<file path="src/rtl/core/uer_pkg.sv">
// Shared package of the ultrasonic echo ranger: register indexes, reset values,
// result codes and the command/status structs between controller and datapath.
// No dependencies.
`timescale 1ns / 1ps

package uer_pkg;

   localparam int TICK_BITS_DEF = 24;

   localparam int CSR_INDEX_W = 3;
   localparam int CSR_DATA_W  = 24;

   localparam int PHASE_W    = 10;
   localparam int TIMEOUT_W  = 24;
   localparam int DIVISOR_W  = 16;
   localparam int DIST_W     = 16;
   localparam int ATTEMPT_W  = 8;
   localparam int STATUS_W   = 2;

   // register indexes
   localparam logic [CSR_INDEX_W-1:0] CSR_PRE_LOW   = 3'd0;
   localparam logic [CSR_INDEX_W-1:0] CSR_TRIGGER   = 3'd1;
   localparam logic [CSR_INDEX_W-1:0] CSR_TIMEOUT   = 3'd2;
   localparam logic [CSR_INDEX_W-1:0] CSR_TICKS_CM  = 3'd3;
   localparam logic [CSR_INDEX_W-1:0] CSR_MAX_RANGE = 3'd4;
   localparam logic [CSR_INDEX_W-1:0] CSR_RETRY     = 3'd5;

   // register reset values
   localparam logic [PHASE_W-1:0]   PRE_LOW_RST   = 10'd10;
   localparam logic [PHASE_W-1:0]   TRIGGER_RST   = 10'd15;
   localparam logic [TIMEOUT_W-1:0] TIMEOUT_RST   = 24'd30000;
   localparam logic [DIVISOR_W-1:0] TICKS_CM_RST  = 16'd58;
   localparam logic [DIST_W-1:0]    MAX_RANGE_RST = 16'd400;
   localparam logic [ATTEMPT_W-1:0] RETRY_RST     = 8'd6;

   localparam logic [DIST_W-1:0] DIST_SAT = 16'hFFFF;

   typedef enum logic [STATUS_W-1:0] {
      STAT_OK          = 2'd0,
      STAT_TIMEOUT     = 2'd1,
      STAT_NO_OBSTACLE = 2'd2
   } status_type;

   typedef struct packed {
      logic       attempt_clr;   // clear phase, wait and pulse counters
      logic       load_attempts;
      logic       dec_attempts;
      logic       phase_inc;
      logic       phase_clr;
      logic       wait_count;
      logic       pulse_inc;
      logic       div_start;
      logic       rsp_load;
      logic       rsp_trig;
      logic       rsp_busy;
      logic       rsp_done;
      logic       rsp_use_quot;
      status_type rsp_status;
   } cmd_type;

   typedef struct packed {
      logic pre_low_zero;
      logic pre_low_hit;
      logic trig_hit;
      logic wait_over;
      logic attempts_zero;
      logic div_done;
      logic dist_over;
   } sts_type;

endpackage

</file>
<file path="src/rtl/core/uer_chan_if.sv">
// Valid/ready channel interfaces of the ultrasonic echo ranger: tick transactions
// in, result transactions out. Depends on uer_pkg.
`timescale 1ns / 1ps

interface uer_req_if;
   logic valid;
   logic ready;
   logic start_req;
   logic echo_level;

   modport source (output valid, output start_req, output echo_level, input ready);
   modport sink   (input valid, input start_req, input echo_level, output ready);
endinterface

interface uer_rsp_if;
   logic                       valid;
   logic                       ready;
   logic                       trig_level;
   logic                       busy_res;
   logic                       done_res;
   logic [uer_pkg::DIST_W-1:0]   distance_cm;
   logic [uer_pkg::STATUS_W-1:0] status;

   modport source (output valid, output trig_level, output busy_res, output done_res,
                   output distance_cm, output status, input ready);
   modport sink   (input valid, input trig_level, input busy_res, input done_res,
                   input distance_cm, input status, output ready);
endinterface

</file>
<file path="src/rtl/core/uer_datapath.sv">
// Datapath of the ultrasonic echo ranger: configuration registers, tick counters,
// bit-serial divider and result register. Depends on uer_pkg.
`timescale 1ns / 1ps

module uer_datapath #(
   parameter int TICK_BITS = uer_pkg::TICK_BITS_DEF
) (
   input  logic                           clock,
   input  logic                           reset,
   input  logic                           csr_we,
   input  logic [uer_pkg::CSR_INDEX_W-1:0] csr_index,
   input  logic [uer_pkg::CSR_DATA_W-1:0]  csr_wdata,
   input  uer_pkg::cmd_type               cmd,
   output uer_pkg::sts_type               sts,
   output logic                           rsp_trig_level,
   output logic                           rsp_busy_res,
   output logic                           rsp_done_res,
   output logic [uer_pkg::DIST_W-1:0]      rsp_distance_cm,
   output logic [uer_pkg::STATUS_W-1:0]    rsp_status
);

   localparam int CNT_W = $clog2(TICK_BITS + 1);
   localparam int CMP_W = (TICK_BITS + 1 > uer_pkg::TIMEOUT_W) ? TICK_BITS + 1
                                                                 : uer_pkg::TIMEOUT_W;
   localparam int DV_W  = uer_pkg::DIVISOR_W;

   // configuration
   logic [uer_pkg::PHASE_W-1:0]   pre_low_ff;
   logic [uer_pkg::PHASE_W-1:0]   trigger_ff;
   logic [uer_pkg::TIMEOUT_W-1:0] timeout_ff;
   logic [DV_W-1:0]               ticks_cm_ff;
   logic [uer_pkg::DIST_W-1:0]    max_range_ff;
   logic [uer_pkg::ATTEMPT_W-1:0] retry_ff;

   // counters
   logic [uer_pkg::PHASE_W-1:0]   phase_ticks_ff, phase_ticks_in, phase_next;
   logic [TICK_BITS-1:0]          wait_ticks_ff, wait_ticks_in;
   logic [TICK_BITS:0]            wait_next;
   logic [TICK_BITS-1:0]          pulse_ticks_ff, pulse_ticks_in;
   logic [uer_pkg::ATTEMPT_W-1:0] attempts_ff, attempts_in;

   // divider
   logic                 div_active_ff, div_active_in;
   logic [CNT_W-1:0]     div_cnt_ff, div_cnt_in;
   logic [DV_W-1:0]      div_rem_ff, div_rem_in;
   logic [TICK_BITS-1:0] div_quo_ff, div_quo_in;
   logic [DV_W:0]        div_trial;
   logic                 div_ge;
   logic [uer_pkg::DIST_W-1:0] quot_sat;

   always_ff @(posedge clock) begin
      if (reset) begin
         pre_low_ff   <= uer_pkg::PRE_LOW_RST;
         trigger_ff   <= uer_pkg::TRIGGER_RST;
         timeout_ff   <= uer_pkg::TIMEOUT_RST;
         ticks_cm_ff  <= uer_pkg::TICKS_CM_RST;
         max_range_ff <= uer_pkg::MAX_RANGE_RST;
         retry_ff     <= uer_pkg::RETRY_RST;
      end else if (csr_we) begin
         case (csr_index)
            uer_pkg::CSR_PRE_LOW:   pre_low_ff   <= csr_wdata[uer_pkg::PHASE_W-1:0];
            uer_pkg::CSR_TRIGGER:   trigger_ff   <= csr_wdata[uer_pkg::PHASE_W-1:0];
            uer_pkg::CSR_TIMEOUT:   timeout_ff   <= csr_wdata[uer_pkg::TIMEOUT_W-1:0];
            uer_pkg::CSR_TICKS_CM:  ticks_cm_ff  <= csr_wdata[DV_W-1:0];
            uer_pkg::CSR_MAX_RANGE: max_range_ff <= csr_wdata[uer_pkg::DIST_W-1:0];
            uer_pkg::CSR_RETRY:     retry_ff     <= csr_wdata[uer_pkg::ATTEMPT_W-1:0];
            default: ;
         endcase
      end
   end

   // phase done when the next count reaches its budget; wait exceeded when it passes the budget or the counter range
   assign phase_next = phase_ticks_ff + 1'b1;
   assign wait_next  = {1'b0, wait_ticks_ff} + 1'b1;

   always_comb begin
      sts.pre_low_zero  = (pre_low_ff == '0);
      sts.pre_low_hit   = (phase_next >= pre_low_ff);
      sts.trig_hit      = (phase_next >= trigger_ff);
      sts.wait_over     = wait_next[TICK_BITS] ||
                          (CMP_W'(wait_next) > CMP_W'(timeout_ff));
      sts.attempts_zero = (attempts_ff == '0);
      sts.div_done      = div_active_ff && (div_cnt_ff == '0);
      sts.dist_over     = (quot_sat > max_range_ff);
   end

   always_comb begin
      phase_ticks_in = phase_ticks_ff;
      wait_ticks_in  = wait_ticks_ff;
      pulse_ticks_in = pulse_ticks_ff;
      attempts_in    = attempts_ff;
      if (cmd.phase_inc) phase_ticks_in = phase_next;
      if (cmd.wait_count) begin
         wait_ticks_in = wait_next[TICK_BITS] ? wait_ticks_ff : wait_next[TICK_BITS-1:0];
      end
      if (cmd.pulse_inc) pulse_ticks_in = pulse_ticks_ff + 1'b1;
      if (cmd.phase_clr) phase_ticks_in = '0;
      if (cmd.attempt_clr) begin
         phase_ticks_in = '0;
         wait_ticks_in  = '0;
         pulse_ticks_in = '0;
      end
      if (cmd.load_attempts) attempts_in = retry_ff;
      else if (cmd.dec_attempts) attempts_in = attempts_ff - 1'b1;
   end

   // restoring divider, one quotient bit a cycle
   assign div_trial = {div_rem_ff, div_quo_ff[TICK_BITS-1]};
   assign div_ge    = (div_trial >= {1'b0, ticks_cm_ff});
   assign quot_sat  = ((ticks_cm_ff == '0) || (div_quo_ff > TICK_BITS'(uer_pkg::DIST_SAT)))
                      ? uer_pkg::DIST_SAT : div_quo_ff[uer_pkg::DIST_W-1:0];

   always_comb begin
      div_active_in = div_active_ff;
      div_cnt_in    = div_cnt_ff;
      div_rem_in    = div_rem_ff;
      div_quo_in    = div_quo_ff;
      if (cmd.div_start) begin
         div_active_in = 1'b1;
         div_cnt_in    = CNT_W'(TICK_BITS);
         div_rem_in    = '0;
         div_quo_in    = pulse_ticks_ff;
      end else if (div_active_ff) begin
         if (div_cnt_ff == '0) begin
            div_active_in = 1'b0;
         end else begin
            div_cnt_in = div_cnt_ff - 1'b1;
            div_rem_in = div_ge ? DV_W'(div_trial - {1'b0, ticks_cm_ff})
                                : div_trial[DV_W-1:0];
            div_quo_in = {div_quo_ff[TICK_BITS-2:0], div_ge};
         end
      end
   end

   always_ff @(posedge clock) begin
      if (reset) begin
         phase_ticks_ff <= '0;
         wait_ticks_ff  <= '0;
         pulse_ticks_ff <= '0;
         attempts_ff    <= '0;
         div_active_ff  <= 1'b0;
         div_cnt_ff     <= '0;
      end else begin
         phase_ticks_ff <= phase_ticks_in;
         wait_ticks_ff  <= wait_ticks_in;
         pulse_ticks_ff <= pulse_ticks_in;
         attempts_ff    <= attempts_in;
         div_active_ff  <= div_active_in;
         div_cnt_ff     <= div_cnt_in;
      end
   end

   always_ff @(posedge clock) begin
      div_rem_ff <= div_rem_in;
      div_quo_ff <= div_quo_in;
      if (cmd.rsp_load) begin
         rsp_trig_level  <= cmd.rsp_trig;
         rsp_busy_res    <= cmd.rsp_busy;
         rsp_done_res    <= cmd.rsp_done;
         rsp_distance_cm <= cmd.rsp_use_quot ? quot_sat : '0;
         rsp_status      <= cmd.rsp_status;
      end
   end

endmodule

</file>
<file path="src/rtl/core/uer_ctrl.sv">
// Controller of the ultrasonic echo ranger: ranging phase state machine and
// channel handshake. Depends on uer_pkg.
`timescale 1ns / 1ps

module uer_ctrl (
   input  logic             clock,
   input  logic             reset,
   input  logic             req_valid,
   output logic             req_ready,
   input  logic             start_req,
   input  logic             echo_level,
   output logic             rsp_valid,
   input  logic             rsp_ready,
   input  uer_pkg::sts_type sts,
   output uer_pkg::cmd_type cmd
);

   typedef enum logic [2:0] {
      ST_IDLE,
      ST_PRE_LOW,
      ST_TRIG_HIGH,
      ST_WAIT_RISE,
      ST_MEASURE,
      ST_DIVIDE
   } state_type;

   state_type            state_ff, state_in;
   logic                 rsp_valid_ff, rsp_valid_in;
   logic                 accept;
   logic                 end_now;
   uer_pkg::status_type  end_status;
   state_type            attempt_state;

   assign req_ready     = (state_ff != ST_DIVIDE) && (!rsp_valid_ff || rsp_ready);
   assign accept        = req_valid && req_ready;
   assign rsp_valid     = rsp_valid_ff;
   assign attempt_state = sts.pre_low_zero ? ST_TRIG_HIGH : ST_PRE_LOW;

   always_comb begin
      cmd        = '0;
      state_in   = state_ff;
      end_now    = 1'b0;
      end_status = uer_pkg::STAT_OK;
      cmd.rsp_status = uer_pkg::STAT_OK;

      case (state_ff)
         ST_IDLE: begin
            if (accept) begin
               cmd.rsp_load = 1'b1;
               if (start_req) begin
                  cmd.rsp_busy      = 1'b1;
                  cmd.load_attempts = 1'b1;
                  cmd.attempt_clr   = 1'b1;
                  state_in          = attempt_state;
               end
            end
         end
         ST_PRE_LOW: begin
            if (accept) begin
               cmd.rsp_load  = 1'b1;
               cmd.rsp_busy  = 1'b1;
               cmd.phase_inc = 1'b1;
               if (sts.pre_low_hit) begin
                  cmd.phase_clr = 1'b1;
                  state_in      = ST_TRIG_HIGH;
               end
            end
         end
         ST_TRIG_HIGH: begin
            if (accept) begin
               cmd.rsp_load  = 1'b1;
               cmd.rsp_busy  = 1'b1;
               cmd.rsp_trig  = 1'b1;
               cmd.phase_inc = 1'b1;
               if (sts.trig_hit) begin
                  cmd.attempt_clr = 1'b1;
                  state_in        = ST_WAIT_RISE;
               end
            end
         end
         ST_WAIT_RISE, ST_MEASURE: begin
            if (accept) begin
               if (echo_level) begin
                  cmd.rsp_load   = 1'b1;
                  cmd.rsp_busy   = 1'b1;
                  cmd.pulse_inc  = 1'b1;
                  cmd.wait_count = 1'b1;
                  state_in       = ST_MEASURE;
                  end_now        = sts.wait_over;
                  end_status     = uer_pkg::STAT_TIMEOUT;
               end else if (state_ff == ST_WAIT_RISE) begin
                  cmd.rsp_load   = 1'b1;
                  cmd.rsp_busy   = 1'b1;
                  cmd.wait_count = 1'b1;
                  end_now        = sts.wait_over;
                  end_status     = uer_pkg::STAT_TIMEOUT;
               end else begin
                  // echo fell: hold this tick's result until the divider finishes
                  cmd.div_start = 1'b1;
                  state_in      = ST_DIVIDE;
               end
            end
         end
         ST_DIVIDE: begin
            if (sts.div_done) begin
               cmd.rsp_load     = 1'b1;
               cmd.rsp_busy     = 1'b1;
               cmd.rsp_use_quot = 1'b1;
               end_now          = 1'b1;
               end_status       = sts.dist_over ? uer_pkg::STAT_NO_OBSTACLE
                                                : uer_pkg::STAT_OK;
            end
         end
         default: state_in = ST_IDLE;
      endcase

      if (end_now) begin
         if ((end_status != uer_pkg::STAT_OK) && !sts.attempts_zero) begin
            cmd.dec_attempts = 1'b1;
            cmd.attempt_clr  = 1'b1;
            cmd.rsp_use_quot = 1'b0;
            state_in         = attempt_state;
         end else begin
            cmd.phase_clr  = 1'b1;
            cmd.rsp_busy   = 1'b0;
            cmd.rsp_done   = 1'b1;
            cmd.rsp_status = end_status;
            state_in       = ST_IDLE;
         end
      end else begin
         cmd.rsp_use_quot = 1'b0;
      end
   end

   assign rsp_valid_in = cmd.rsp_load || (rsp_valid_ff && !rsp_ready);

   always_ff @(posedge clock) begin
      if (reset) begin
         state_ff     <= ST_IDLE;
         rsp_valid_ff <= 1'b0;
      end else begin
         state_ff     <= state_in;
         rsp_valid_ff <= rsp_valid_in;
      end
   end

   // a new result never overwrites one still waiting
   a_no_overwrite: assert property (@(posedge clock) disable iff (reset)
      cmd.rsp_load |-> (!rsp_valid_ff || rsp_ready))
      else $error("result register overwritten while stalled");

   // a divider start, from an accepted falling-echo tick, enters the divide state with ticks refused
   a_div_enter: assert property (@(posedge clock) disable iff (reset)
      cmd.div_start |=> (state_ff == ST_DIVIDE) && !req_ready)
      else $error("divide not entered after start");

   // divider completion is only seen while waiting on it
   a_div_done_state: assert property (@(posedge clock) disable iff (reset)
      sts.div_done |-> (state_ff == ST_DIVIDE))
      else $error("divider done outside divide state");

   // a final result always leaves the block idle
   a_done_idle: assert property (@(posedge clock) disable iff (reset)
      (cmd.rsp_load && cmd.rsp_done) |=> (state_ff == ST_IDLE) && rsp_valid_ff)
      else $error("done result without return to idle");

endmodule

</file>
<file path="src/rtl/core/ultrasonic_echo_ranger_unit.sv">
// Top level of the ultrasonic echo ranger: binds controller, datapath and the
// channel interfaces. Depends on uer_pkg, uer_chan_if, uer_ctrl, uer_datapath.
`timescale 1ns / 1ps

// Usage
//  req_chan  : one transaction per timer tick, carrying start_req and the
//              sampled echo_level of that tick.
//  rsp_chan  : one transaction per accepted tick: trigger drive, busy, done,
//              distance in cm and status (ok, timeout, no obstacle).
//  csr_*     : register write port (index = register number), write while idle.
//  Result    : a tick's result is registered and offered the cycle after its
//              acceptance; a new tick is taken in the same cycle that the
//              previous result is taken; unstalled, the rate is one tick a cycle.
//  Exception : the tick on which the echo falls runs the serial divider, one
//              quotient bit a cycle; its result is registered once the divider
//              is done, and req_chan.ready stays low meanwhile.
//  Reset     : synchronous, active high; registers return to their defaults,
//              the sequencer goes idle and no result is pending.
//  Stall     : while rsp_chan.ready is low the waiting result is held and no
//              further tick is accepted, so no transaction is dropped.
module ultrasonic_echo_ranger_unit #(
   parameter int TICK_BITS = uer_pkg::TICK_BITS_DEF
) (
   input  logic                            clock,
   input  logic                            reset,
   uer_req_if.sink                         req_chan,
   uer_rsp_if.source                       rsp_chan,
   input  logic                            csr_we,
   input  logic [uer_pkg::CSR_INDEX_W-1:0] csr_index,
   input  logic [uer_pkg::CSR_DATA_W-1:0]  csr_wdata
);

   uer_pkg::cmd_type cmd;
   uer_pkg::sts_type sts;

   // sequencer: phases, retries and handshake
   uer_ctrl u_ctrl (
      .clock      (clock),
      .reset      (reset),
      .req_valid  (req_chan.valid),
      .req_ready  (req_chan.ready),
      .start_req  (req_chan.start_req),
      .echo_level (req_chan.echo_level),
      .rsp_valid  (rsp_chan.valid),
      .rsp_ready  (rsp_chan.ready),
      .sts        (sts),
      .cmd        (cmd)
   );

   // counters, registers, divider and result register
   uer_datapath #(
      .TICK_BITS (TICK_BITS)
   ) u_datapath (
      .clock           (clock),
      .reset           (reset),
      .csr_we          (csr_we),
      .csr_index       (csr_index),
      .csr_wdata       (csr_wdata),
      .cmd             (cmd),
      .sts             (sts),
      .rsp_trig_level  (rsp_chan.trig_level),
      .rsp_busy_res    (rsp_chan.busy_res),
      .rsp_done_res    (rsp_chan.done_res),
      .rsp_distance_cm (rsp_chan.distance_cm),
      .rsp_status      (rsp_chan.status)
   );

endmodule
</file>
<file path="src/flat_wrapper.sv">
// flat-port wrapper written by rule: the top's interface ports become plain ports
module ultrasonic_echo_ranger_unit_flat 
#(
   parameter int TICK_BITS = uer_pkg::TICK_BITS_DEF
)
  (clock, reset, csr_we, csr_index, csr_wdata, req_chan_valid, req_chan_start_req, req_chan_echo_level, req_chan_ready, rsp_chan_valid, rsp_chan_trig_level, rsp_chan_busy_res, rsp_chan_done_res, rsp_chan_distance_cm, rsp_chan_status, rsp_chan_ready);
  uer_req_if req_chan_i ();
  uer_rsp_if rsp_chan_i ();
  input  logic clock;
  input  logic reset;
  input  logic csr_we;
  input  logic [uer_pkg::CSR_INDEX_W-1:0] csr_index;
  input  logic [uer_pkg::CSR_DATA_W-1:0] csr_wdata;
  input wire logic [$bits(req_chan_i.valid)-1:0] req_chan_valid;
  input wire logic [$bits(req_chan_i.start_req)-1:0] req_chan_start_req;
  input wire logic [$bits(req_chan_i.echo_level)-1:0] req_chan_echo_level;
  output wire logic [$bits(req_chan_i.ready)-1:0] req_chan_ready;
  output wire logic [$bits(rsp_chan_i.valid)-1:0] rsp_chan_valid;
  output wire logic [$bits(rsp_chan_i.trig_level)-1:0] rsp_chan_trig_level;
  output wire logic [$bits(rsp_chan_i.busy_res)-1:0] rsp_chan_busy_res;
  output wire logic [$bits(rsp_chan_i.done_res)-1:0] rsp_chan_done_res;
  output wire logic [$bits(rsp_chan_i.distance_cm)-1:0] rsp_chan_distance_cm;
  output wire logic [$bits(rsp_chan_i.status)-1:0] rsp_chan_status;
  input wire logic [$bits(rsp_chan_i.ready)-1:0] rsp_chan_ready;
  assign req_chan_i.valid = req_chan_valid;
  assign req_chan_i.start_req = req_chan_start_req;
  assign req_chan_i.echo_level = req_chan_echo_level;
  assign req_chan_ready = req_chan_i.ready;
  assign rsp_chan_valid = rsp_chan_i.valid;
  assign rsp_chan_trig_level = rsp_chan_i.trig_level;
  assign rsp_chan_busy_res = rsp_chan_i.busy_res;
  assign rsp_chan_done_res = rsp_chan_i.done_res;
  assign rsp_chan_distance_cm = rsp_chan_i.distance_cm;
  assign rsp_chan_status = rsp_chan_i.status;
  assign rsp_chan_i.ready = rsp_chan_ready;
  ultrasonic_echo_ranger_unit #(.TICK_BITS(TICK_BITS)) u_core (.clock(clock), .reset(reset), .req_chan(req_chan_i), .rsp_chan(rsp_chan_i), .csr_we(csr_we), .csr_index(csr_index), .csr_wdata(csr_wdata));
endmodule
</file>
<file path="config.mk">
export PLATFORM = sky130hd
export DESIGN_NAME = ultrasonic_echo_ranger_unit_flat
export DESIGN_NICKNAME = d
export VERILOG_FILES = /design/src/rtl/core/uer_pkg.sv /design/src/rtl/core/uer_chan_if.sv /design/src/rtl/core/uer_datapath.sv /design/src/rtl/core/uer_ctrl.sv /design/src/rtl/core/ultrasonic_echo_ranger_unit.sv /design/src/flat_wrapper.sv
export SDC_FILE = /design/constraint.sdc
export NUM_CORES = 1
export LEC_CHECK = 0
export ABC_AREA = 1
export BUFFER_PORTS_ARGS = -buffer_cell sky130_fd_sc_hd__buf_4
export CORE_ASPECT_RATIO = 1.75
export CORE_MARGIN = 2
export CORE_UTILIZATION = 34
export DETAILED_ROUTE_END_ITERATION = 8
export GPL_TIMING_DRIVEN = 0
export HOLD_SLACK_MARGIN = 0.05
export PLACE_DENSITY = 0.48
export SETUP_SLACK_MARGIN = 0.15
export SYNTH_ARGS = -nofsm -noshare
export SYNTH_HDL_FRONTEND = slang
export SYNTH_SLANG_ARGS = --single-unit
</file>
<file path="constraint.sdc">
create_clock -name clock -period 8.7 [get_ports clock]
set_input_delay 1.305 -clock clock [delete_from_list [all_inputs] [get_ports clock]]
set_output_delay 1.305 -clock clock [all_outputs]
set_load 0.01 [all_outputs]
</file>
# Word level (Yosys, flattened, before mapping)
# Index checks and enable logic that the tools add are counted.
# op_classes
addsub,6
order_cmp,6
n_mux,72
reduce_logical,37
n_eq_ne,21
bitwise,3
# ops
cell,n
2-to-1 mux 24 bit,3
2-to-1 mux 3 bit,12
2-to-1 mux 1 bit,33
2-to-1 mux 16 bit,2
"adder 24 x 1 -> 25 bit, second input constant",1
greater-than comparator 25 x 24 -> 1 bit,1
"adder 24 x 1 -> 24 bit, second input constant",1
"greater-than comparator 24 x 16 -> 1 bit, second input constant",1
greater-or-equal comparator 10 bit,2
2-to-1 mux 2 bit,9
"inequality test 3 bit, second input constant",6
AND reduction 2 bit,9
greater-or-equal comparator 17 x 16 -> 1 bit,1
greater-than comparator 16 bit,1
zero test 16 bit,1
2-to-1 mux 8 bit,2
subtractor 16 bit,1
2-to-1 mux 5 bit,3
one-hot mux 3 bit (5 select lines),1
"equality test 3 x 2 -> 1 bit, second input constant",4
"equality test 3 bit, second input constant",4
"adder 10 x 1 -> 10 bit, second input constant",1
zero test 10 bit,1
OR reduction 2 bit,5
22 further kinds,40
# totals
output_inout_bits,23
regBits,221
input_bits,34
wordCells,167

# Longest topological paths before layout
# Gate-level depths: netlist of run 1.
# depth
depth_word,13
ltp_mapped,25

# By module
# A second synthesis of run 1 with hierarchy kept.
# hier_totals
hier_cells,1740
area_unflattened_um2,12578.3
# modules_own_cells
mod,area_per_inst_um2,cells_per_inst,instances
uer_datapath,12005.3,1632,1
uer_ctrl,573.0,108,1

# Least setup slack after synthesis of run 1
# OpenSTA, ideal clock, no wires.
# synth_timing
path_kind,reg2reg
start,reg u_core.u_datapath.wait_ticks_ff[0]
end,"reg u_core.u_datapath.rsp_distance_cm[15] (netlist bit), data pin"
arrival_ps,3205
setup_ps,146
path_stages_with_launch,25
n_path_buf,1
synth_period_minus_slack_ps,3351
setup_slack_ps,5349
required_time_ps,8554
path_cell_list,dfxtp_1 > ha_1 > nand3_1 > nor2_2 > nand4_1 > nor2_1 > nand2_1 > nor2_1 > nand2_1 > xor2_1 > inv_1 > ha_1 > nand2_1 > nor2_1 > nand4_1 > nor2_1 > nand2_1 > nand3_1 > nand2_1 > a21oi_2 > nand2_1 > inv_2 > nand2_2 > buf_2 > a21oi_1
# synth_between
elab_chain_cells,8
# synth_lines
element,line,text
start: declaration,uer_datapath.sv:37,"logic [TICK_BITS-1:0] wait_ticks_ff, wait_ticks_in;"
start signal: assignment,uer_datapath.sv:145,wait_ticks_ff <= wait_ticks_in;
adder 24 x 1 -> 25 bit (*),uer_datapath.sv:74,"assign wait_next = {1'b0, wait_ticks_ff} + 1'b1;"
named net u_core.u_datapath.wait_next[22],uer_datapath.sv:38,logic [TICK_BITS:0] wait_next;
greater-than comparator 25 x 24 -> 1 bit (*),uer_datapath.sv:81,(CMP_W'(wait_next) > CMP_W'(timeout_ff));
logical OR 1 bit (*),uer_datapath.sv:80,sts.wait_over = wait_next[TICK_BITS] ||
2-to-1 mux 1 bit,uer_ctrl.sv:91,end else if (state_ff == ST_WAIT_RISE) begin
2-to-1 mux 1 bit (*),uer_ctrl.sv:83,if (echo_level) begin
2-to-1 mux 1 bit (*),uer_ctrl.sv:82,if (accept) begin
one-hot mux 1 bit (2 select lines) (*),uer_ctrl.sv:46,case (state_ff)
2-to-1 mux 1 bit (*),uer_ctrl.sv:117,if (end_now) begin
end signal: assignment,uer_datapath.sv:160,rsp_distance_cm <= cmd.rsp_use_quot ? quot_sat : '0;
end: declaration,uer_datapath.sv:18,"output logic [uer_pkg::DIST_W-1:0] rsp_distance_cm,"
# The timed path passes the listed nets; every way through them passes the cells marked *.
# A chain may end at the register's enable or synchronous reset.

# Worst setup path after layout of run 1
# layout_timing
start,reg u_core.u_datapath.wait_ticks_ff[0]
end,"reg u_core.u_datapath.rsp_distance_cm[12] (netlist bit), data pin"
# Same word-level chain as after synthesis.

==> metrics.txt, run 1 <==
Synth cell types=43; total power per unit cell area=184 mW/mm2; CTS clk-pin slew, worst paths=approximately 0.06 ns; fin crit share=between 50% and 60%; Post-synth EDFFs=between 40 and 50; Avg Cell Area, Syn=7.41 um2; Max Cap Violations=0; DRT antenna net count=0; DR vias=10,700; # hold bufs at CTS=0; worst hold endpoint=u_core.u_datapath.div_rem_ff[15]$_SDFFE_PP0P_; Post-Syn Instances=1,632; vias in the first global route=approximately 11,000; achievable clock frequency=~0.22 GHz; syn nets=around 1,800; hold_sp=u_core.u_datapath.div_rem_ff[15]$_SDFFE_PP0P_; Required @ worst endpoint=9.03 ns; crit end category=register; core area=~0.035 mm2; gpl congestion=0.868; DP Wirelength=just under 30,000 um; Worst Tran Pin Value=1.11 ns; footprint of the multi-input gates=0.00610 mm2; R2R Path End=u_core.u_datapath.rsp_distance_cm[12]$_SDFFCE_PN0P_; Setup violations, final=0; Root Driver=clkbuf_16; FF-to-FF setup slack=about 4.1 ns; global-route usage over all layers=19.7%; postcts setup bufs=0; CP startpoint kind=register; Routed WL=approximately 36,000 um; Post-Place Setup Slack=4.02 ns; Worst Hold Depth=2; Syn. warnings=0; die width=around 150 um; DR WL/cell=approximately 17 um; RSZ-0062 raised after global routing=false; Setup Crit Path Kind=reg2reg; status=completed; synthesized flop and latch total=between 200 and 250; I/O Buffers=between 50 and 60; Die Height=around 250 um; post-CTS sizing=0; CTS H-tree lvls=1; Seq/Total Area, Yosys=around two fifths; Final WS setup=4.11 ns; HP Class=reg2reg; antenna fix cells=0; clk_skew=0.0163 ns; grt ovf=0; largest net degree at the start of global routing=26; Final Hold Viols=0; Rel. slew slack=approximately a quarter; clock period minus worst slack=around 4.6 ns; CTS tree=built; final net count=between 1,500 and 2,000; register area=approximately 0.0049 mm2; Slew Viols, Final=0; residual DRC count=0; first-pass GRT wire length=around 57,000 um; Crit path arrival time=4.92 ns; buffer levels on the longest clock path=3; vias per std cell=4.85; Fillers=approximately 3,700; number of placed I/O pins=57; total die area=about 0.037 mm2; P_leak=about 6 nW; Post-synth top flop=dfxtp_1; crit path max fanout=10; Num CTS Buffers=25; std cell rows=91; Post-Syn Area=roughly 0.012 mm2; Fin Setup TNS=0 ns; first-pass detailed-route iteration total=5; share of layout cells above drive strength 1=~7.8%; worst vdd rail ir drop=roughly 140 uV; Clock Sinks=221; share of synthesized registers carrying an async set or reset=0%; Syn-to-layout area delta=15.0%; DR iter-0 viols=~480; initial antenna violation count=0; Worst-Skew Late Latency=~0.55 ns; path depth of the worst reg2reg path=24; Worst R2R Start=u_core.u_datapath.wait_ticks_ff[0]$_SDFFE_PP0P_; Starting Density=34.4%
## power by group
| part | internal [W] | switching [W] |
|---|---|---|
| sequential | 0.00109 | 0.0000227 |
| clock | 0.000605 | 0.000453 |
| combinational | 0.000129 | 0.000258 |
| total | 0.00182 | 0.000734 |
## kinds of logic after synthesis
family          count (synthesis)  synth area share (%)
xor+xnor                       54                  3.91
fa+ha+maj                      84                  8.76
compound gates                344                  15.3
buf+inv                       288                  9.21
flops                         221                  40.3
simple gates                  641                  22.5
## layout by cell type, fill, tap and decap left out, drive strengths merged, types with 29 or more instances in the layout
cell / synthesis / routed
ha: 83 / 83
nand3: 60 / 60
o21ai: 128 / 128
edfxtp: 45 / 45
o211ai: 29 / 29
nor2: 144 / 144
xor2: 37 / 37
clkbuf: 36 / 65
dfxtp: 176 / 176
nor3: 32 / 32
a21oi: 168 / 168
inv: 239 / 241
buf: 13 / 69
nand2: 354 / 354
## critical path, cell delays in order, from the launching register on
cell and delay, ns:
dfxtp_1 0.45, ha_1 0.23, nand3_1 0.14, nor2_2 0.21, nand4_1 0.16, nor2_1 0.28, nand2_1 0.15, nor2_1 0.19
nand2_1 0.09, xor2_1 0.13, inv_1 0.09, ha_1 0.29, nand2_1 0.06, nor2_1 0.11, nand4_1 0.17, nor2_1 0.18
nand2_1 0.07, nand3_1 0.07, nand2_1 0.15, a21oi_2 0.21, nand2_1 0.17, inv_2 0.14, nand2_2 0.13, buf_2 0.22
a21oi_1 0.30
## cell usage after synthesis, types with 2 or more instances
| master | n | area, um2 |
|---|---|---|
| dfxtp_1 | 176 | 3520 |
| nand3_1 | 56 | 280 |
| nor2_2 | 4 | 25.0 |
| a21o_1 | 7 | 52.6 |
| nor3_2 | 2 | 20.0 |
| o31ai_1 | 2 | 15.0 |
| xor2_1 | 37 | 324 |
| a21oi_1 | 166 | 831 |
| or2_2 | 6 | 37.5 |
| a21oi_2 | 2 | 17.5 |
| inv_2 | 6 | 22.5 |
| nor3_1 | 30 | 150 |
| ha_1 | 83 | 1040 |
| nor4_1 | 10 | 62.6 |
| nand3_2 | 4 | 40.0 |
| buf_6 | 3 | 33.8 |
| inv_1 | 233 | 875 |
| a31oi_1 | 3 | 18.8 |
| nor2_1 | 137 | 514 |
| nand4_1 | 26 | 163 |
| nand2_1 | 352 | 1320 |
| nor3b_1 | 2 | 15.0 |
| o21ai_0 | 127 | 636 |
| nor2_4 | 3 | 33.8 |
| buf_1 | 2 | 7.51 |
| o211ai_1 | 29 | 218 |
| nand2_2 | 2 | 12.5 |
| xnor2_1 | 17 | 149 |
| o21bai_1 | 4 | 30.0 |
| nand3b_1 | 2 | 15.0 |
| clkbuf_1 | 36 | 135 |
| buf_2 | 8 | 40.0 |
| edfxtp_1 | 45 | 1350 |
## cell type report
| cell class | count | share of cell area [%] |
|---|---|---|
| Tap cell | 465 | 4.19 |
| Clock buffer | 29 | 4.75 |
| Inverter | 239 | 6.45 |
| Clock inverter | 17 | 1.06 |
| Multi-Input combinational cell | 1123 | 43.9 |
| Buffer | 49 | 1.56 |
| Timing Repair Buffer | 56 | 3.02 |
| Sequential cell | 221 | 35.1 |
## layer usage
| layer | global-route usage, % | part of all wire [%] |
|---|---|---|
| met1 | 20.0 | 38 |
| met2 | 40.1 | 55 |
| met4 | 8.40 | 4.0 |
| met3 | 2.02 | 2.7 |
| met5 | 0 | 0 |
## worst max path at each step
stage,startpoint,end,cells after the start
4_1_cts,u_core.u_datapath.wait_ticks_ff[0]$_SDFFE_PP0P_,u_core.u_datapath.rsp_distance_cm[12]$_SDFFCE_PN0P_,24
3_5_place_dp,u_core.u_datapath.wait_ticks_ff[0]$_SDFFE_PP0P_,u_core.u_datapath.rsp_distance_cm[12]$_SDFFCE_PN0P_,24
6_report,u_core.u_datapath.wait_ticks_ff[0]$_SDFFE_PP0P_,u_core.u_datapath.rsp_distance_cm[12]$_SDFFCE_PN0P_,24
5_1_grt,u_core.u_datapath.wait_ticks_ff[0]$_SDFFE_PP0P_,u_core.u_datapath.rsp_distance_cm[12]$_SDFFCE_PN0P_,24
3_3_place_gp,u_core.u_datapath.wait_ticks_ff[0]$_SDFFE_PP0P_,u_core.u_datapath.rsp_distance_cm[12]$_SDFFCE_PN0P_,24
2_1_floorplan,u_core.u_datapath.wait_ticks_ff[0]$_SDFFE_PP0P_,u_core.u_datapath.rsp_distance_cm[15]$_SDFFCE_PN0P_,24
## registers in the layout (all words and copies together), names as in the netlist, 16 cells and up
register,count
u_core.u_datapath.wait_ticks_ff,24
u_core.u_datapath.ticks_cm_ff,16
u_core.u_datapath.rsp_distance_cm,16
u_core.u_datapath.pulse_ticks_ff,24
u_core.u_datapath.div_quo_ff,24
u_core.u_datapath.div_rem_ff,16
u_core.u_datapath.timeout_ff,24
u_core.u_datapath.max_range_ff,16
## metrics by stage
stage          total power (W)  util (%)  cells  cell area [um2]  hold WS (ns)
3_5_place_dp           0.00152      37.2   2153            13100         0.450
4_1_cts                0.00260      39.5   2199            13900         0.459
5_1_grt                0.00268      39.5   2199            13900         0.474
3_3_place_gp           0.00152      37.2   2153            13100         0.447
6_report               0.00255      39.5   2199            13900         0.458
2_1_floorplan          0.00138         -   1632            12100         0.424
No activity file was read; power rests on OpenSTA's default activity.
==> run 2, diff against run 1 <==
Clock period 8.7 ns to 4.7 ns, I/O delays scaled along.
==> run 2 against run 1 <==
  * Cell count is 0.14% higher
  * Wire length is 0.23% higher
  * Clock-buffer cell count stayed put
  * Core utilization is 0.18 points higher
  * Sequential power is 85% higher
  * Worst setup slack worse by 3.5 ns
  * Combinational power is 86% higher
  * Sequential share of layout area is 0.15 points lower
  * Die area stayed put
  * Maximum frequency is 11% higher
  * Critical path depth stayed put
  * Largest power group unchanged
  * Highest routed layer unchanged
==> metrics.txt, run 2 (synthesized netlist as in run 1, its figures left out) <==
slowest library cell on the worst path=dfxtp_2 (was dfxtp_1); Final Hold Viols=0 (unchanged); buffer levels on the longest clock path=3 (unchanged); Slew Viols, Final=0 (unchanged); std cell rows=91 (unchanged); crit path max fanout=10 (unchanged); number of placed I/O pins=57 (unchanged); Worst Tran Pin Value=1.11 ns (about the same); commonest non-fill, non-tap cells in the layout=nand2_1, inv_1, dfxtp_1 (unchanged); CTS tree=built (unchanged); critical path cell sequence=ha_1 -> nand3_1 -> nor2_4 -> nand4_1 -> nor2_2 -> nand2_1 -> nor2_2 -> nand2_1 -> xor2_1 -> inv_1 -> ha_1 -> nand2_1 -> nor2_1 -> nand4_1 -> nor2_2 -> nand2_1 -> nand3_1 -> nand2_2 -> a21oi_2 -> nand2_2 -> inv_2 -> nand2_2 -> buf_2 -> a21oi_1 (was ha_1 -> nand3_1 -> nor2_2 -> nand4_1 -> nor2_1 -> nand2_1 -> nor2_1 -> nand2_1 -> xor2_1 -> inv_1 -> ha_1 -> nand2_1 -> nor2_1 -> nand4_1 -> nor2_1 -> nand2_1 -> nand3_1 -> nand2_1 -> a21oi_2 -> nand2_1 -> inv_2 -> nand2_2 -> buf_2 -> a21oi_1); vias per std cell=4.85 (about the same); first-pass detailed-route iteration total=5 (unchanged); first-pass GRT wire length=57,000 um (about the same); fin crit share=88.1% (was 52.8%); Crit path arrival time=4.51 ns (was 4.92 ns); I/O Buffers=56 (unchanged); max incr delay on CP=0.39 ns (was 0.45 ns); RSZ-0062 raised after global routing=false (unchanged); grt met1 use=20.0% (unchanged); M2 GR Usage=40.1% (about the same); largest net degree at the start of global routing=26 (unchanged); total die area=0.0371 mm2 (unchanged); final net count=1,836 (was 1,833); global-route met3 utilization=2.02% (unchanged); Root Driver=clkbuf_16 (unchanged); CTS clk-pin slew, worst paths=0.07 ns (was 0.06 ns); most used cell, CP=nand2_1 (unchanged); Max Cap Violations=0 (unchanged); status=completed (unchanged); Setup Crit Path Kind=reg2reg (unchanged); DP Wirelength=28,900 um (unchanged); initial antenna violation count=0 (unchanged); CP startpoint kind=register (unchanged); DR iter-0 viols=515 (was 476); global route hottest layer=met2 (unchanged); Syn-to-layout area delta=15.5% (was 15.0%); Required @ worst endpoint=5.07 ns (was 9.03 ns); Worst-Skew Late Latency=0.55 ns (about the same); DR WL/cell=16.6 um (about the same); most common cell after layout, fill and taps aside=nand2_1 (unchanged); DR vias=10,700 (about the same); Post-Place Setup Slack=0.0208 ns (was 4.02 ns); Routed WL=36,500 um (about the same); die width=147 um (unchanged); antenna fix cells=0 (unchanged); Design Power=0.00473 W (was 0.00255 W); crit end category=register (unchanged); gpl congestion=0.868 (unchanged); Setup violations, final=0 (unchanged); global-route usage over all layers=19.7% (about the same); P_leak=6.07 nW (was 6.06 nW); core area=0.0352 mm2 (unchanged); total power per unit cell area=339 mW/mm2 (was 184 mW/mm2); HP Class=in2reg (was reg2reg); vias in the first global route=10,800 (was 10,700); CTS H-tree lvls=1 (unchanged); final core occ=39.7% (was 39.5%); Starting Density=34.4% (unchanged); residual DRC count=0 (unchanged); share of layout cells above drive strength 1=8.52% (was 7.79%); DRT antenna net count=0 (unchanged); Num CTS Buffers=25 (unchanged); achievable clock frequency=0.242 GHz (was 0.218 GHz); Die Height=253 um (unchanged); clock period minus worst slack=4.14 ns (was 4.59 ns); Clock Sinks=221 (unchanged); worst vdd rail ir drop=261 uV (was 141 uV); # hold bufs at CTS=0 (unchanged); grt ovf=0 (unchanged); Final WS setup=0.561 ns (was 4.11 ns); Rel. slew slack=26.0% (was 25.9%); clk_skew=0.0173 ns (was 0.0163 ns)
## run 2: worst paths after layout
path                                                         from                                                  to  slack (ns)  cells after the start
hold / removal                                      csr_wdata[21]       u_core.u_datapath.timeout_ff[21]$_SDFFE_PP0P_        0.45                      3
setup reg to reg  u_core.u_datapath.wait_ticks_ff[0]$_SDFFE_PP0P_  u_core.u_datapath.rsp_distance_cm[1]$_SDFFCE_PN0P_        0.56                     24
hold reg to reg        u_core.u_datapath.retry_ff[5]$_SDFFE_PP0P_          u_core.u_datapath.retry_ff[5]$_SDFFE_PP0P_        0.46                      2
setup / recovery  u_core.u_datapath.wait_ticks_ff[0]$_SDFFE_PP0P_  u_core.u_datapath.rsp_distance_cm[1]$_SDFFCE_PN0P_        0.56                     24
## run 2: stage by stage
stage / cell area, um2 / hold slack (ns) / instances / TNS [ns]
2_1_floorplan: 12100 / 0.424 / 1632 / 0
3_3_place_gp: 13100 / 0.447 / 2153 / -0.0251
3_5_place_dp: 13100 / 0.450 / 2153 / 0
4_1_cts: 13900 / 0.424 / 2199 / 0
5_1_grt: 14000 / 0.439 / 2202 / 0
6_report: 14000 / 0.449 / 2202 / 0
## run 2: cell type report
type / count / area (um2)
Sequential cell: 221 / 4880
Inverter: 239 / 897
Clock buffer: 29 / 661
Buffer: 49 / 216
Multi-Input combinational cell: 1123 / 6140
Tap cell: 465 / 582
Clock inverter: 17 / 148
Fill cell: 3705 / 21200
Timing Repair Buffer: 59 / 443
## run 2: worst max-delay path: cells and delay by family (launching register included)
kind / cells / cell delay, ns
buffers and inverters: 3 / 0.43
AO/OA/AOI/OAI: 2 / 0.41
AND/OR/NAND/NOR: 16 / 2.12
flip-flops: 1 / 0.39
XOR/XNOR: 1 / 0.13
adder cells (fa/ha/maj): 2 / 0.49
## run 2: metal layers
layer / share of wire [%] / vias up
met5: 0 / -
met4: 4.0 / 0
met2: 55 / 158
met1: 38 / 4939
met3: 2.7 / 56
li1: - / 5537
## run 2: what timing repair did
| action | in CTS | in global routing |
|---|---|---|
| pin swaps | 0 | 3 |
| resized for setup | 4 | 8 |
| endpoints found under the hold margin | 0 | 0 |
| setup endpoints to repair | 4 | 81 |
| buffers inserted | 0 | 3 |
## run 2: power by group
group          leakage (nW)  total, W  switching, W  internal (W)
Clock                 0.390   0.00196      0.000841       0.00112
Combinational          3.83  0.000720      0.000479      0.000240
Sequential             1.86   0.00205     0.0000420       0.00201
==> run 3, diff against run 2 <==
Settings changed: SYNTH_HIERARCHICAL set to 1.
==> run 3 against run 2 <==
  * Via count rose by 5.6%
  * Critical endpoint is now u_core/u_datapath/pulse_ticks_ff[15]$_SDFFE_PP0P_
  * Combinational power is 130% higher
  * Sequential power rose by 9%
  * Critical path type unchanged
  * Cell area rose by 3.4%
  * Power increased by 24%
  * Cell count up 5.2%
==> metrics.txt, run 3 <==
Clock Sinks=221 (unchanged); initial antenna violation count=0 (unchanged); syn nets=1,858 (was 1,750); number of placed I/O pins=57 (unchanged); P_leak=6.58 nW (was 6.07 nW); Synth cell types=50 (was 43); vias per std cell=4.87 (was 4.85); Required @ worst endpoint=5.13 ns (was 5.07 ns); footprint of the multi-input gates=0.00640 mm2 (was 0.00614 mm2); most numerous cell in the Yosys netlist=nand2_1 (unchanged); Starting Density=34.3% (was 34.4%); path depth of the worst reg2reg path=25 (was 24); slowest library cell on the worst path=a21oi_1 (was dfxtp_2); power share of the clock group=33.1% (was 41.4%); crit end category=register (unchanged); RSZ-0062 raised after global routing=false (unchanged); Slew Viols, Final=0 (unchanged); area leader, netlist=dfxtp_1 (unchanged); Rel. slew slack=18.1% (was 26.0%); DP Wirelength=31,400 um (was 28,900 um); Power Internal=0.00384 W (was 0.00337 W); clk_skew=0.0137 ns (was 0.0173 ns); register area=0.00488 mm2 (unchanged); CTS H-tree lvls=1 (unchanged); Num CTS Buffers=25 (unchanged); largest net degree at the start of global routing=27 (was 26); achievable clock frequency=0.242 GHz (about the same); Crit path arrival time=4.56 ns (was 4.51 ns); Die Height=258 um (was 253 um); Root Driver=clkbuf_16 (unchanged); Setup violations, final=0 (unchanged); Syn-to-layout area delta=14.8% (was 15.5%); DR iter-0 viols=483 (was 515); Fin Setup TNS=0 ns (unchanged); # hold bufs at CTS=0 (unchanged); R2R Path End=u_core/u_datapath/pulse_ticks_ff[15]$_SDFFE_PP0P_ (was u_core.u_datapath.rsp_distance_cm[1]$_SDFFCE_PN0P_); std cell rows=93 (was 91); share of layout cells above drive strength 1=9.02% (was 8.52%); Gate power share=28.8% (was 15.2%); core area=0.0367 mm2 (was 0.0352 mm2); DR WL/cell=17.0 um (was 16.6 um); Fillers=3,937 (was 3,705); status=completed (unchanged); global-route usage over all layers=20.6% (was 19.7%); Worst R2R Start=u_core/u_datapath/div_quo_ff[23]$_DFFE_PP_ (was u_core.u_datapath.wait_ticks_ff[0]$_SDFFE_PP0P_); Post-synth top flop=dfxtp_1 (unchanged); CTS tree=built (unchanged); DR vias=11,300 (was 10,700); total die area=0.0386 mm2 (was 0.0371 mm2); antenna fix cells=0 (unchanged); share of synthesized registers carrying an async set or reset=0% (unchanged); DRT antenna net count=0 (unchanged); share of the synthesized area in the top cell type=28.0% (was 29.1%); residual DRC count=0 (unchanged); Layout Cells excl Fill=2,316 (was 2,202); I/O Buffers=56 (unchanged); Seq/Total Area, Yosys=38.8% (was 40.3%); Worst Tran Pin Value=1.22 ns (was 1.11 ns); fin crit share=87.9% (was 88.1%); crit path max fanout=10 (unchanged); vias in the first global route=11,400 (was 10,800); Post-Syn Instances=1,740 (was 1,632); Post-synth top cells=nand2_1, inv_1, dfxtp_1 (unchanged); total power per unit cell area=405 mW/mm2 (was 339 mW/mm2); CP startpoint kind=register (unchanged); Post-synth EDFFs=45 (unchanged); gpl congestion=0.902 (was 0.868); Max Cap Violations=0 (unchanged); first-pass GRT wire length=61,100 um (was 57,000 um); synthesized flop and latch total=221 (unchanged); Setup crit end=u_core/u_datapath/pulse_ticks_ff[15]$_SDFFE_PP0P_ (was u_core.u_datapath.rsp_distance_cm[1]$_SDFFCE_PN0P_); Syn. warnings=6 (was 0); max incr delay on CP=0.42 ns (was 0.39 ns); switching part of the total=34.4% (was 28.8%); Placed Cells incl. Taps=2,271 (was 2,153); final net count=1,941 (was 1,836); worst vdd rail ir drop=240 uV (was 261 uV); Worst-Skew Late Latency=0.54 ns (was 0.55 ns); Worst Setup SP=u_core/u_datapath/div_quo_ff[23]$_DFFE_PP_ (was u_core.u_datapath.wait_ticks_ff[0]$_SDFFE_PP0P_); CTS clk-pin slew, worst paths=0.06 ns (was 0.07 ns); most used cell, CP=nand2_1 (unchanged); grt ovf=0 (unchanged); first-pass detailed-route iteration total=5 (unchanged); clock period minus worst slack=4.13 ns (was 4.14 ns); sequential share of power=38.1% (was 43.4%); commonest non-fill, non-tap cells in the layout=nand2_1, inv_1, dfxtp_1 (unchanged); Avg Cell Area, Syn=7.23 um2 (was 7.41 um2); P_sw=0.00201 W (was 0.00136 W); HP Class=in2reg (unchanged); Setup Crit Path Kind=reg2reg (unchanged); buffer levels on the longest clock path=3 (unchanged); Post-Syn Area=0.0126 mm2 (was 0.0121 mm2); die width=149 um (was 147 um); most common cell after layout, fill and taps aside=nand2_1 (unchanged); FF-to-FF setup slack=0.57 ns (was 0.56 ns); Final Hold Viols=0 (unchanged); synth top area cells=dfxtp_1, nand2_1, edfxtp_1, inv_1, ha_1 (was dfxtp_1, edfxtp_1, nand2_1, ha_1, inv_1); Routed WL=39,300 um (was 36,500 um)
[run 3: timing repair]
action / 4_1_cts / 5_1_grt
gates resized for setup: 5 / 19
cloned: 0 / 0
endpoints found under the setup margin: 21 / 58
buffers inserted: 0 / 0
[run 3: worst min path at each step]
stage	endpoint	slack [ns]	depth (start not counted)	from
2_1_floorplan	u_core/u_datapath/retry_ff[1]$_SDFFE_PP1P_	0.43	2	u_core/u_datapath/retry_ff[1]$_SDFFE_PP1P_
4_1_cts	u_core/u_datapath/timeout_ff[14]$_SDFFE_PP1P_	0.42	3	csr_wdata[14]
3_3_place_gp	u_core/u_datapath/retry_ff[2]$_SDFFE_PP1P_	0.44	2	u_core/u_datapath/retry_ff[2]$_SDFFE_PP1P_
3_5_place_dp	u_core/u_datapath/div_rem_ff[11]$_SDFFE_PP0P_	0.46	2	u_core/u_datapath/div_rem_ff[11]$_SDFFE_PP0P_
5_1_grt	u_core/u_datapath/timeout_ff[14]$_SDFFE_PP1P_	0.44	3	csr_wdata[14]
6_report	u_core/u_datapath/timeout_ff[14]$_SDFFE_PP1P_	0.44	3	csr_wdata[14]
[run 3: kinds of logic after synthesis]
logic type	synth area share, %
DFF	38.8
adders and majority gates	8.42
and+or+nand+nor	25.4
xor gates and xnor gates	3.12
AOI/OAI and AO/OA	13.7
buffers and inverters	10.6
[run 3: stage by stage]
stage	hold slack (ns)	instance area [um2]	utilization (%)	worst slack [ns]	power [W]
after detailed placement	0.456	13600	37.1	-0.304	0.00395
after CTS	0.421	14400	39.3	0.160	0.00591
after global placement	0.444	13600	37.1	-0.326	0.00394
after global routing	0.443	14400	39.4	0.163	0.00621
after floorplan	0.429	12600	-	1.04	0.00341
final	0.439	14400	39.4	0.569	0.00585
[run 3: layout make-up]
| type | count | area share, % |
|---|---|---|
| Multi-Input combinational cell | 1183 | 44.3 |
| Sequential cell | 221 | 33.8 |
| Inverter | 289 | 7.53 |
| Clock buffer | 32 | 4.94 |
| Tap cell | 475 | 4.12 |
| Timing Repair Buffer | 56 | 2.91 |
| Buffer | 47 | 1.78 |
| Clock inverter | 13 | 0.624 |
[run 3: routing by layer]
metal	track usage [%]	up-vias	wire length, um
li1	-	5817	-
met1	20.6	5169	14300
met2	40.6	209	21500
met3	2.06	93	1220
met4	10.8	0	2170
met5	0	-	0
[run 3: worst max-delay path: cells and delay by family, from the launching register on]
kind / cells / cell delay [ns]
buffers and inverters: 7 / 1.21
adder cells (fa/ha/maj): 1 / 0.32
flip-flops: 1 / 0.35
AO/OA/AOI/OAI: 2 / 0.58
AND/OR/NAND/NOR: 15 / 1.55
[run 3: power groups by stage]
stage / Clock [W] / Sequential, W / Combinational (W)
after global routing: 0.00206 / 0.00225 / 0.00191
after CTS: 0.00199 / 0.00223 / 0.00169
after detailed placement: 0 / 0.00227 / 0.00168
after floorplan: 0 / 0.00227 / 0.00114
after global placement: 0 / 0.00227 / 0.00167
final: 0.00194 / 0.00223 / 0.00168
